===== config.mk =====
export PLATFORM = sky130hd
export DESIGN_NAME = bounded_stack_with_reverse
export DESIGN_NICKNAME = d
export VERILOG_FILES = /design/src/rtl/core/bstk_pkg.sv /design/src/rtl/core/bstk_mem.sv /design/src/rtl/core/bstk_ctrl.sv /design/src/rtl/core/bounded_stack_with_reverse.sv
export SDC_FILE = /design/constraint.sdc
export NUM_CORES = 2
export LEC_CHECK = 0
export BUFFER_PORTS_ARGS = -buffer_cell sky130_fd_sc_hd__clkbuf_2
export CAP_MARGIN = 20
export CORE_ASPECT_RATIO = 2
export CORE_MARGIN = 1
export CORE_UTILIZATION = 45
export CTS_BUF_LIST = sky130_fd_sc_hd__clkbuf_2 sky130_fd_sc_hd__clkbuf_4 sky130_fd_sc_hd__clkbuf_8
export DETAILED_ROUTE_END_ITERATION = 6
export RECOVER_POWER = 25
export SLEW_MARGIN = 10
export SYNTH_ARGS = -nofsm -noshare
export SYNTH_HDL_FRONTEND = slang
export SYNTH_SLANG_ARGS = --single-unit

===== constraint.sdc =====
create_clock -name clk_i -period 5.4 [get_ports clk_i]
set_input_delay 0.27 -clock clk_i [delete_from_list [all_inputs] [get_ports clk_i]]
set_output_delay 0.27 -clock clk_i [all_outputs]
set_load 0.01 [all_outputs]

===== src/rtl/core/bstk_pkg.sv =====
// ----------------------------------------------------------------------------
// bstk_pkg
// Shared types, constants and ring index helpers for the bounded stack.
// ----------------------------------------------------------------------------
package bstk_pkg;

  localparam int unsigned DEPTH     = 64;
  localparam int unsigned ADDR_W    = (DEPTH > 1) ? $clog2(DEPTH) : 1;
  localparam int unsigned CNT_W     = $clog2(DEPTH + 1);
  localparam int unsigned CAP_W     = 7;
  localparam int unsigned CMP_W     = (CNT_W > CAP_W) ? CNT_W : CAP_W;
  localparam int unsigned WORD_W    = 32;
  localparam int unsigned OP_W      = 2;
  localparam int unsigned ST_W      = 2;
  localparam int unsigned OUT_CNT_W = 7;

  typedef enum logic [OP_W-1:0] {
    OP_PUSH    = 2'd0,
    OP_POP     = 2'd1,
    OP_PEEK    = 2'd2,
    OP_REVERSE = 2'd3
  } op_e;

  typedef enum logic [ST_W-1:0] {
    ST_OK    = 2'd0,
    ST_FULL  = 2'd1,
    ST_EMPTY = 2'd2
  } status_e;

  typedef logic [ADDR_W-1:0] addr_t;
  typedef logic [CNT_W-1:0]  cnt_t;
  typedef logic [CNT_W:0]    sum_t;

  typedef struct packed {
    logic    wr_en;
    addr_t   wr_addr;
    addr_t   rd_addr;
    status_e status;
    cnt_t    count;
    logic    fwd;
  } ctrl_t;

  function automatic addr_t ring_inc(addr_t a);
    addr_t r;
    if (a == addr_t'(DEPTH - 1)) begin
      r = '0;
    end else begin
      r = a + addr_t'(1);
    end
    return r;
  endfunction

  function automatic addr_t ring_dec(addr_t a);
    addr_t r;
    if (a == '0) begin
      r = addr_t'(DEPTH - 1);
    end else begin
      r = a - addr_t'(1);
    end
    return r;
  endfunction

  // sum is below twice the depth
  function automatic addr_t ring_wrap(sum_t s);
    sum_t r;
    if (s >= sum_t'(DEPTH)) begin
      r = s - sum_t'(DEPTH);
    end else begin
      r = s;
    end
    return r[ADDR_W-1:0];
  endfunction

endpackage


===== src/rtl/core/bstk_mem.sv =====
// ----------------------------------------------------------------------------
// bstk_mem
// Entry store: one write port and one registered read port.
// ----------------------------------------------------------------------------
module bstk_mem
  import bstk_pkg::*;
(
  input  logic              clk_i,
  input  logic              wr_en_i,
  input  addr_t             wr_addr_i,
  input  logic [WORD_W-1:0] wr_data_i,
  input  logic              rd_en_i,
  input  addr_t             rd_addr_i,
  output logic [WORD_W-1:0] rd_data_o
);

  logic [WORD_W-1:0] mem_q [DEPTH];
  logic [WORD_W-1:0] rd_data_q;

  always_ff @(posedge clk_i) begin
    if (wr_en_i) begin
      mem_q[wr_addr_i] <= wr_data_i;
    end
  end

  always_ff @(posedge clk_i) begin
    if (rd_en_i) begin
      rd_data_q <= mem_q[rd_addr_i];
    end
  end

  assign rd_data_o = rd_data_q;

endmodule


===== src/rtl/core/bstk_ctrl.sv =====
// ----------------------------------------------------------------------------
// bstk_ctrl
// Base index, fill count, orientation and capacity; decodes each request.
// ----------------------------------------------------------------------------
module bstk_ctrl
  import bstk_pkg::*;
(
  input  logic             clk_i,
  input  logic             rst_ni,
  input  logic             accept_i,
  input  logic [OP_W-1:0]  op_i,
  input  logic             cfg_we_i,
  input  logic [CAP_W-1:0] cfg_capacity_i,
  output ctrl_t            ctrl_o
);

  addr_t             base_q, base_d;
  cnt_t              fill_q, fill_d;
  logic              flip_q, flip_d;
  logic [CAP_W-1:0]  cap_q;
  logic [CMP_W-1:0]  cap_w, eff_cap;
  logic              full, empty;
  op_e               op;
  status_e           status;
  logic              wr_en;
  addr_t             wr_addr;

  assign op      = op_e'(op_i);
  assign cap_w   = CMP_W'(cap_q);
  assign eff_cap = (cap_w > CMP_W'(DEPTH)) ? CMP_W'(DEPTH) : cap_w;
  assign full    = CMP_W'(fill_q) >= eff_cap;
  assign empty   = fill_q == '0;

  always_comb begin
    base_d  = base_q;
    fill_d  = fill_q;
    flip_d  = flip_q;
    status  = ST_OK;
    wr_en   = 1'b0;
    wr_addr = ring_wrap(sum_t'(base_q) + sum_t'(fill_q));
    unique case (op)
      OP_PUSH: begin
        if (full) begin
          status = ST_FULL;
        end else begin
          wr_en  = 1'b1;
          fill_d = fill_q + cnt_t'(1);
          if (flip_q) begin
            base_d  = ring_dec(base_q);
            wr_addr = base_d;
          end
        end
      end
      OP_POP: begin
        if (empty) begin
          status = ST_EMPTY;
        end else begin
          fill_d = fill_q - cnt_t'(1);
          if (flip_q) begin
            base_d = ring_inc(base_q);
          end
        end
      end
      OP_PEEK: begin
        if (empty) begin
          status = ST_EMPTY;
        end
      end
      OP_REVERSE: begin
        if (empty) begin
          status = ST_EMPTY;
        end else begin
          flip_d = ~flip_q;
        end
      end
      default: begin
        status = ST_OK;
      end
    endcase
  end

  always_ff @(posedge clk_i or negedge rst_ni) begin
    if (!rst_ni) begin
      base_q <= '0;
      fill_q <= '0;
      flip_q <= 1'b0;
    end else if (accept_i) begin
      base_q <= base_d;
      fill_q <= fill_d;
      flip_q <= flip_d;
    end
  end

  always_ff @(posedge clk_i or negedge rst_ni) begin
    if (!rst_ni) begin
      cap_q <= CAP_W'(64);
    end else if (cfg_we_i) begin
      cap_q <= cfg_capacity_i;
    end
  end

  // top slot of the state after this request
  always_comb begin
    ctrl_o.wr_en   = accept_i & wr_en;
    ctrl_o.wr_addr = wr_addr;
    ctrl_o.status  = status;
    ctrl_o.count   = fill_d;
    ctrl_o.fwd     = wr_en;
    if (flip_d) begin
      ctrl_o.rd_addr = base_d;
    end else begin
      ctrl_o.rd_addr = ring_wrap(sum_t'(base_d) + sum_t'(fill_d) - sum_t'(1));
    end
  end

endmodule


===== src/rtl/core/bounded_stack_with_reverse.sv =====
// ----------------------------------------------------------------------------
// bounded_stack_with_reverse
// Bounded LIFO stack of signed words with constant-time reverse.
// ----------------------------------------------------------------------------
// Takes one request (push, pop, peek, reverse) per cycle while in_stall_o is
// low and gives one result item per request, in order: status, top word after
// the request and entry count. A result passes through the registered read of
// the entry store and then the output register; a pushed word is forwarded
// around the store. With the output free the block sustains one item per
// cycle. Capacity is written through the cfg port (reset 64) and no clearing
// pass is needed after reset.
module bounded_stack_with_reverse
  import bstk_pkg::*;
(
  input  logic                     clk_i,
  input  logic                     rst_ni,
  input  logic                     in_valid_i,
  output logic                     in_stall_o,
  input  logic [OP_W-1:0]          op_i,
  input  logic signed [WORD_W-1:0] push_value_i,
  output logic                     out_valid_o,
  input  logic                     out_stall_i,
  output logic [ST_W-1:0]          status_o,
  output logic signed [WORD_W-1:0] top_value_o,
  output logic [OUT_CNT_W-1:0]     entry_count_o,
  input  logic                     cfg_valid_i,
  output logic                     cfg_ready_o,
  input  logic [CAP_W-1:0]         cfg_capacity_i
);

  ctrl_t             ctrl;
  logic              accept;
  logic              advance;
  logic [WORD_W-1:0] rd_data;

  logic              s1_valid_q;
  status_e           s1_status_q;
  cnt_t              s1_count_q;
  logic              s1_fwd_q;
  logic [WORD_W-1:0] s1_word_q;
  logic [WORD_W-1:0] s1_top;

  logic              out_valid_q;
  status_e           out_status_q;
  cnt_t              out_count_q;
  logic [WORD_W-1:0] out_top_q;

  assign advance    = s1_valid_q & (~out_valid_q | ~out_stall_i);
  assign in_stall_o = s1_valid_q & ~advance;
  assign accept     = in_valid_i & ~in_stall_o;
  assign cfg_ready_o = 1'b1;

  bstk_ctrl u_ctrl (
    .clk_i          (clk_i),
    .rst_ni         (rst_ni),
    .accept_i       (accept),
    .op_i           (op_i),
    .cfg_we_i       (cfg_valid_i & cfg_ready_o),
    .cfg_capacity_i (cfg_capacity_i),
    .ctrl_o         (ctrl)
  );

  bstk_mem u_mem (
    .clk_i     (clk_i),
    .wr_en_i   (ctrl.wr_en),
    .wr_addr_i (ctrl.wr_addr),
    .wr_data_i (push_value_i),
    .rd_en_i   (accept),
    .rd_addr_i (ctrl.rd_addr),
    .rd_data_o (rd_data)
  );

  always_ff @(posedge clk_i or negedge rst_ni) begin
    if (!rst_ni) begin
      s1_valid_q <= 1'b0;
    end else if (accept) begin
      s1_valid_q <= 1'b1;
    end else if (advance) begin
      s1_valid_q <= 1'b0;
    end
  end

  always_ff @(posedge clk_i) begin
    if (accept) begin
      s1_status_q <= ctrl.status;
      s1_count_q  <= ctrl.count;
      s1_fwd_q    <= ctrl.fwd;
      s1_word_q   <= push_value_i;
    end
  end

  // pushed word bypasses the store read
  always_comb begin
    if (s1_count_q == '0) begin
      s1_top = '0;
    end else if (s1_fwd_q) begin
      s1_top = s1_word_q;
    end else begin
      s1_top = rd_data;
    end
  end

  always_ff @(posedge clk_i or negedge rst_ni) begin
    if (!rst_ni) begin
      out_valid_q <= 1'b0;
    end else if (advance) begin
      out_valid_q <= 1'b1;
    end else if (!out_stall_i) begin
      out_valid_q <= 1'b0;
    end
  end

  always_ff @(posedge clk_i) begin
    if (advance) begin
      out_status_q <= s1_status_q;
      out_count_q  <= s1_count_q;
      out_top_q    <= s1_top;
    end
  end

  assign out_valid_o   = out_valid_q;
  assign status_o      = out_status_q;
  assign top_value_o   = out_top_q;
  assign entry_count_o = OUT_CNT_W'(out_count_q);

endmodule


After elaboration in Yosys (flattened, before gate mapping)

Memories as Yosys holds them, arrays and structs flattened. A register that Yosys moved wholly into a read port is not among the register bits.
Cells that the tools add are included.

Logic and storage cells: 79
Bits in writable memories: 2048
Bits in registers: 106
Memories: 1
Input bits: 46
Output and inout port bits: 44

$lt $le $gt $ge: 4
Multiplexer cells: 31
Equal/unequal tests: 5
Reductions and logical operators: 6
Add/sub/neg operators: 9
Bitwise gates (word level): 10

Memories:

| name        | depth | width | rd ports | clocked after Yosys merged registers in | wr ports | line           | text |
|---|---|---|---|---|---|---|---|
| u_mem.mem_q | 64    | 32    | 1        | 1                                       | 1        | bstk_mem.sv:17 | `logic [WORD_W-1:0] mem_q [DEPTH];` |

Operator list:

| kind                  | count |
|---|---|
| $mux W6               | 12 |
| $mux W32              | 1 |
| $mux W7               | 3 |
| $sub A6 B1 Y6 const B | 3 |
| $add A6 B7 Y8         | 2 |
| $ge A8 B7 Y1 const B  | 2 |
| $logic_not A7 Y1      | 2 |
| $pmux W7 S2           | 1 |
| $pmux W6 S2           | 1 |
| $mux W1               | 11 |
| $sub A8 B1 Y8 const B | 1 |
| $add A7 B1 Y7 const B | 1 |
| $ge A7 B7 Y1          | 1 |
| $gt A7 B7 Y1 const B  | 1 |
| $sub A7 B1 Y7 const B | 1 |
| $add A6 B1 Y6 const B | 1 |
| $eq A6 B6 Y1 const B  | 1 |
| $logic_not A6 Y1      | 1 |
| $not A1 Y1            | 5 |
| $and A1 B1 Y1         | 4 |
| $eq A2 B2 Y1 const B  | 2 |
| $pmux W2 S2           | 1 |
| $reduce_or A3 Y1      | 1 |
| $eq A2 B1 Y1 const B  | 1 |
| other kinds (5)       | 5 |

Longest topological paths before layout

Depth in word-level cells: 10
Mapped depth: 26
Gate-level depth less buffers: 24

By module

From an unflattened synthesis, not the netlist that was laid out.

Cell total of the unflattened synthesis: 3800
Area total of the unflattened synthesis: 84481.0 um^2

Modules (own cells, without submodules):

| module                     | cells an instance | area each (um^2) | seq. area each (um^2) | instances |
|---|---|---|---|---|
| bstk_mem                   | 3324              | 78835.6          | 62459.9               | 1 |
| bounded_stack_with_reverse | 169               | 3185.6           | 2542.4                | 1 |
| bstk_ctrl                  | 307               | 2459.9           | 526.8                 | 1 |

Least setup slack after synthesis

OpenSTA, ideal clock, no wires.

Path kind: flip-flop to flip-flop
Start: register u_ctrl.cap_q[6]
End: register u_mem.rd_data_q[22], in the netlist u_mem.rd_data_o[22] (read register of u_mem.mem_q), data pin
Data arrival time: 4.879 ns
Required time: 5.135 ns
Cell stages (with the launch flop): 24
Setup slack: 0.255 ns
Period minus slack after synthesis: 5.145 ns
Setup time: 0.265 ns
Path buffers: 1
Path through: dfstp_2 -> inv_1 -> ha_1 -> a21oi_1 -> o21ai_1 -> a211o_1 -> inv_2 -> o21ai_0 -> o21ai_2 -> or2_2 -> ha_1 -> inv_1 -> fa_1 -> nor2b_1 -> o21ai_0 -> nor3b_1 -> or2_2 -> xnor2_1 -> xor2_1 -> nor3_1 -> a31oi_1 -> clkbuf_1 -> a21oi_1 -> or3_1

Cells in the longest elaborated chain, start to end: 10
Elaborated cells between the ends (all ways): 13
Those cells by class: 3 x add/sub; 3 x order compare; 7 x mux

Ends and longest elaborated chain:

| what                                          | line                           | text |
|---|---|---|
| start: declaration                            | bstk_ctrl.sv:20                | `logic [CAP_W-1:0] cap_q;` |
| start signal: assignment                      | bstk_ctrl.sv:98                | `cap_q <= cfg_capacity_i;` |
| $gt A7 B7 Y1                                  | bstk_ctrl.sv:30                | `assign eff_cap = (cap_w > CMP_W'(DEPTH)) ? CMP_W'(DEPTH) : cap_w;` |
| $mux W7 (*)                                   | bstk_ctrl.sv:30                |  |
| $ge A7 B7 Y1 (*)                              | bstk_ctrl.sv:31                | `assign full = CMP_W'(fill_q) >= eff_cap;` |
| $mux W6 or $mux W7 (tied branches)            | bstk_ctrl.sv:43                | `if (full) begin` |
| $pmux W6 S2 or $pmux W7 S2 (tied branches)    | bstk_ctrl.sv:41                | `unique case (op)` |
| $add A6 B7 Y8                                 | bstk_ctrl.sv:112               | `ctrl_o.rd_addr = ring_wrap(sum_t'(base_d) + sum_t'(fill_d) - sum_t'(1));` |
| $sub A8 B1 Y8                                 | bstk_ctrl.sv:112               |  |
| $ge A8 B7 Y1 or $sub A6 B1 Y6 (tied branches) | bstk_pkg.sv:66, bstk_pkg.sv:67 |  |
| $mux W6                                       | bstk_pkg.sv:66                 | `if (s >= sum_t'(DEPTH)) begin` |
| $mux W6 (*)                                   | bstk_ctrl.sv:109               | `if (flip_d) begin` |
| end: declaration                              | bstk_mem.sv:18                 | `logic [WORD_W-1:0] rd_data_q;` |

Every way passes the cells marked *; elsewhere a longest branch is shown, timed or not.
A chain may end at the register's enable or synchronous reset.

Worst setup path in the final report

Start: register u_ctrl.cap_q[6]
End: register u_mem.rd_data_q[4], in the netlist u_mem.rd_data_o[4] (read register of u_mem.mem_q), data pin

The elaborated chain is that of the path after synthesis.

==> results.sh <==
export IMPL_status="complete, but fails checks"
export IMPL_failed_checks="max-capacitance violations, max-slew violations, negative setup slack"
export IMPL_ctsLongestPathBuffers=4
export IMPL_fmax_mhz=182.7
export IMPL_rsz0062_at_grt="true"
export IMPL_drt_vias_per_instance=5.822
export IMPL_synthesis_area_um2=85330
export IMPL_post_route_period_util=1.014
export IMPL_synth_edff_count=2163
export IMPL_multi_input_area_um2=19360
export IMPL_drc=0
export IMPL_cts_tree="done"
export IMPL_highest_layer="met5"
export IMPL_hold_violations=0
export IMPL_max_cap_violations=19
export IMPL_clockRootBuffer="clkbuf_8"
export IMPL_place_area_um2=93220
export IMPL_finalInstanceArea_um2=99900
export IMPL_die_area_um2=191500
export IMPL_drtIter0Drc=4072
export IMPL_io_buffers=88
export IMPL_dpl_cell_count=7895
export IMPL_crit_path_max_incr_delay_ps=560
export IMPL_mostFrequentLayoutCell="edfxtp_1"
export IMPL_ys_flop_type="edfxtp_1"
export IMPL_instances_no_fill=8485
export IMPL_core_area_um2=188100
export IMPL_cts_inserted_buffers=298
export IMPL_grt_pass1_vias=49580
export IMPL_ys_seq_area_frac=0.7679
export IMPL_critPathKind="flip-flop to flip-flop"
export IMPL_seqCellArea_um2=65530
export IMPL_insertion_delay_ps=920
export IMPL_synthesis_instances=5139
export IMPL_fin_nets=5842
export IMPL_grt_max_degree=73
export IMPL_die_w_um=309.9
export IMPL_wl_um=249100
export IMPL_wl_met3_um=12800
export IMPL_die_h_um=617.8
export IMPL_slew_viol_final=1172
export IMPL_synth_cell_types=85
export IMPL_routedWlPerCell_um=29.35
export IMPL_crit_path_end_kind="flip-flop"
export IMPL_cts_sinks=2186
export IMPL_initial_core_util=0.4538
export IMPL_slowest_stage="dfstp_2"
export IMPL_worstMarginPinSlew_ps=3413
export IMPL_track_usage=0.2580
export IMPL_drt_met1_wl_um=88390
export IMPL_rows=225
export IMPL_yosys_register_bits=2186
export IMPL_worstPathRequired_ps=6030
export IMPL_max_slew_margin=-1.276
export IMPL_route_vias_total=49400
export IMPL_yosysWarnings=0
export IMPL_path_clk_slew_ps=70
export IMPL_hpwlAfterDp_um=156300
export IMPL_hp_class="primary input to flip-flop"
export IMPL_cts_htree_levels=5
export IMPL_wl_met2_um=134600
export IMPL_fin_skew_ps=68.75
export IMPL_antenna_left=0
export IMPL_dr_pass1_iters=7
export IMPL_areaGrowthSynthToFinish_pct=17.07
export IMPL_ys_async_sr_fraction=0.01052
export IMPL_fin_ws_ps=-74.19
export IMPL_gp_congestion=0.9648
export IMPL_cp_max_fo=7
export IMPL_report_final_setup_viol=7
export IMPL_critPathLaunchType="flip-flop"
export IMPL_synth_area_per_cell_um2=16.61
export IMPL_boundaryPins=90
export IMPL_antenna_found_initial=7
export IMPL_synth_net_count=5213
export IMPL_crit_arrival_ps=6110
export IMPL_drive_gt1_frac=0.2112
export IMPL_period_needed_ps=5474
export IMPL_grt_ovfl_total=0
export IMPL_grt_pass1_wl_um=351700
export IMPL_fillerInstances=15130
export IMPL_final_cell_mix="edfxtp_1, mux2i_1, nand2_1"
[what timing repair did]
item,4_1_cts,5_1_grt
buffers inserted,11,10
gates cloned,3,0
gates resized for setup,58,46
endpoints found under the hold margin,526,104
endpoints found under the setup margin,32,32
hold buffers,39,3
pin swaps,45,30
[registers in the layout, indices dropped and copies added (netlist names)]
register,flops
s1_fwd_q,1
out_valid_o,1
u_mem.rd_data_o,32
entry_count_o,7
u_mem.mem_q,2048
u_ctrl.cap_q,7
u_ctrl.fill_q,7
top_value_o,32
s1_status_q,2
status_o,2
u_ctrl.base_q,6
u_ctrl.flip_q,1
s1_word_q,32
s1_valid_q,1
s1_count_q,7
[worst max-delay path, delay by kind of cell, from the launching register on]
kind	cells	cell delay (ps)
and+or+nand+nor	8	1540
buffers and inverters	9	1100
adders and majority gates	4	1020
AOI/OAI and AO/OA	6	700
DFF	1	560
muxes	1	160
xor gates and xnor gates	1	130
[cells in the mapped netlist (13+ instances only)]
library cell | n | area share
xnor2_1 | 13 | 0.0013
nor2_1 | 133 | 0.0059
a32oi_1 | 62 | 0.0064
buf_2 | 100 | 0.0059
or3_1 | 32 | 0.0023
nand2_1 | 563 | 0.025
dfrtp_1 | 22 | 0.0065
o21ai_0 | 148 | 0.0087
nor4_1 | 32 | 0.0023
a21oi_1 | 180 | 0.011
buf_6 | 17 | 0.0022
mux2i_1 | 667 | 0.078
ha_1 | 26 | 0.0038
nand4_1 | 35 | 0.0026
o22ai_1 | 318 | 0.023
edfxtp_1 | 2163 | 0.76
mux4_2 | 66 | 0.017
buf_1 | 30 | 0.0013
nand3_1 | 136 | 0.0080
clkbuf_1 | 142 | 0.0062
o21ai_1 | 66 | 0.0039
inv_1 | 28 | 0.0012
[final cells by class]
type / instances / share of cell area
Multi-Input combinational cell: 2628 / 0.1938
Sequential cell: 2186 / 0.6559
Clock buffer: 395 / 0.04891
Antenna cell: 2 / 0.00005010
Tap cell: 2497 / 0.03127
Timing Repair Buffer: 625 / 0.06117
Inverter: 29 / 0.001127
Clock inverter: 123 / 0.007678
[per-layer routing]
metal  track usage  vias to the layer above
li1              -                    21440
met1        0.2904                    25510
met2        0.4763                     1886
met3       0.03121                      562
met4        0.1259                        2
met5             0                        -
[path summary, 6_finish.rpt]
| path | from | end | slack (ps) | cells after the start |
|---|---|---|---|---|
| setup / recovery | u_ctrl.cap_q[6]$_DFFE_PN1P_ | u_mem.rd_data_o[4]$_DFFE_PP_ | -70 | 29 |
| hold reg to reg | s1_status_q[0]$_SDFFCE_PP0P_ | status_o[0]$_DFFE_PP_ | 440 | 0 |
| setup reg to reg | u_ctrl.cap_q[6]$_DFFE_PN1P_ | u_mem.rd_data_o[4]$_DFFE_PP_ | -70 | 29 |
| hold / removal | out_stall_i | out_valid_o$_DFFE_PN0P_ | 200 | 3 |
| max in group asynchronous | rst_ni | u_ctrl.base_q[3]$_DFFE_PN0P_ | 3400 | 4 |
| min in group asynchronous | rst_ni | u_ctrl.cap_q[6]$_DFFE_PN1P_ | 480 | 3 |
[per-stage QoR]
stage | setup WS (ps) | TNS (ps) | hold WS (ps) | utilization
after global routing | -202.3 | -3400 | 225.1 | 0.5312
after CTS | -63.07 | -649.2 | 2.235 | 0.5301
after global placement | -949.8 | -26510 | 381.7 | 0.4957
after floorplan | 255.5 | 0 | -25.59 | -
after detailed placement | -799.7 | -22990 | 369.1 | 0.4957
final | -74.19 | -241.5 | 204.1 | 0.5312
[cells by family (layout without fill, tap and decap cells)]
kind of cell,after synthesis,count (layout),share of synthesized area
adder cells (fa/ha/maj),28,28,0.004281
buffers and inverters,328,1172,0.01783
flip-flops,2186,2186,0.7679
AND/OR/NAND/NOR,989,992,0.05045
AO/OA/AOI/OAI,847,847,0.06045
other,1,3,0.00004394
XOR/XNOR,20,20,0.002449
multiplexers,740,740,0.09658
Power is not shown: default switching activity piles up to over one toggle a cycle in this logic, so the estimate is an artifact.
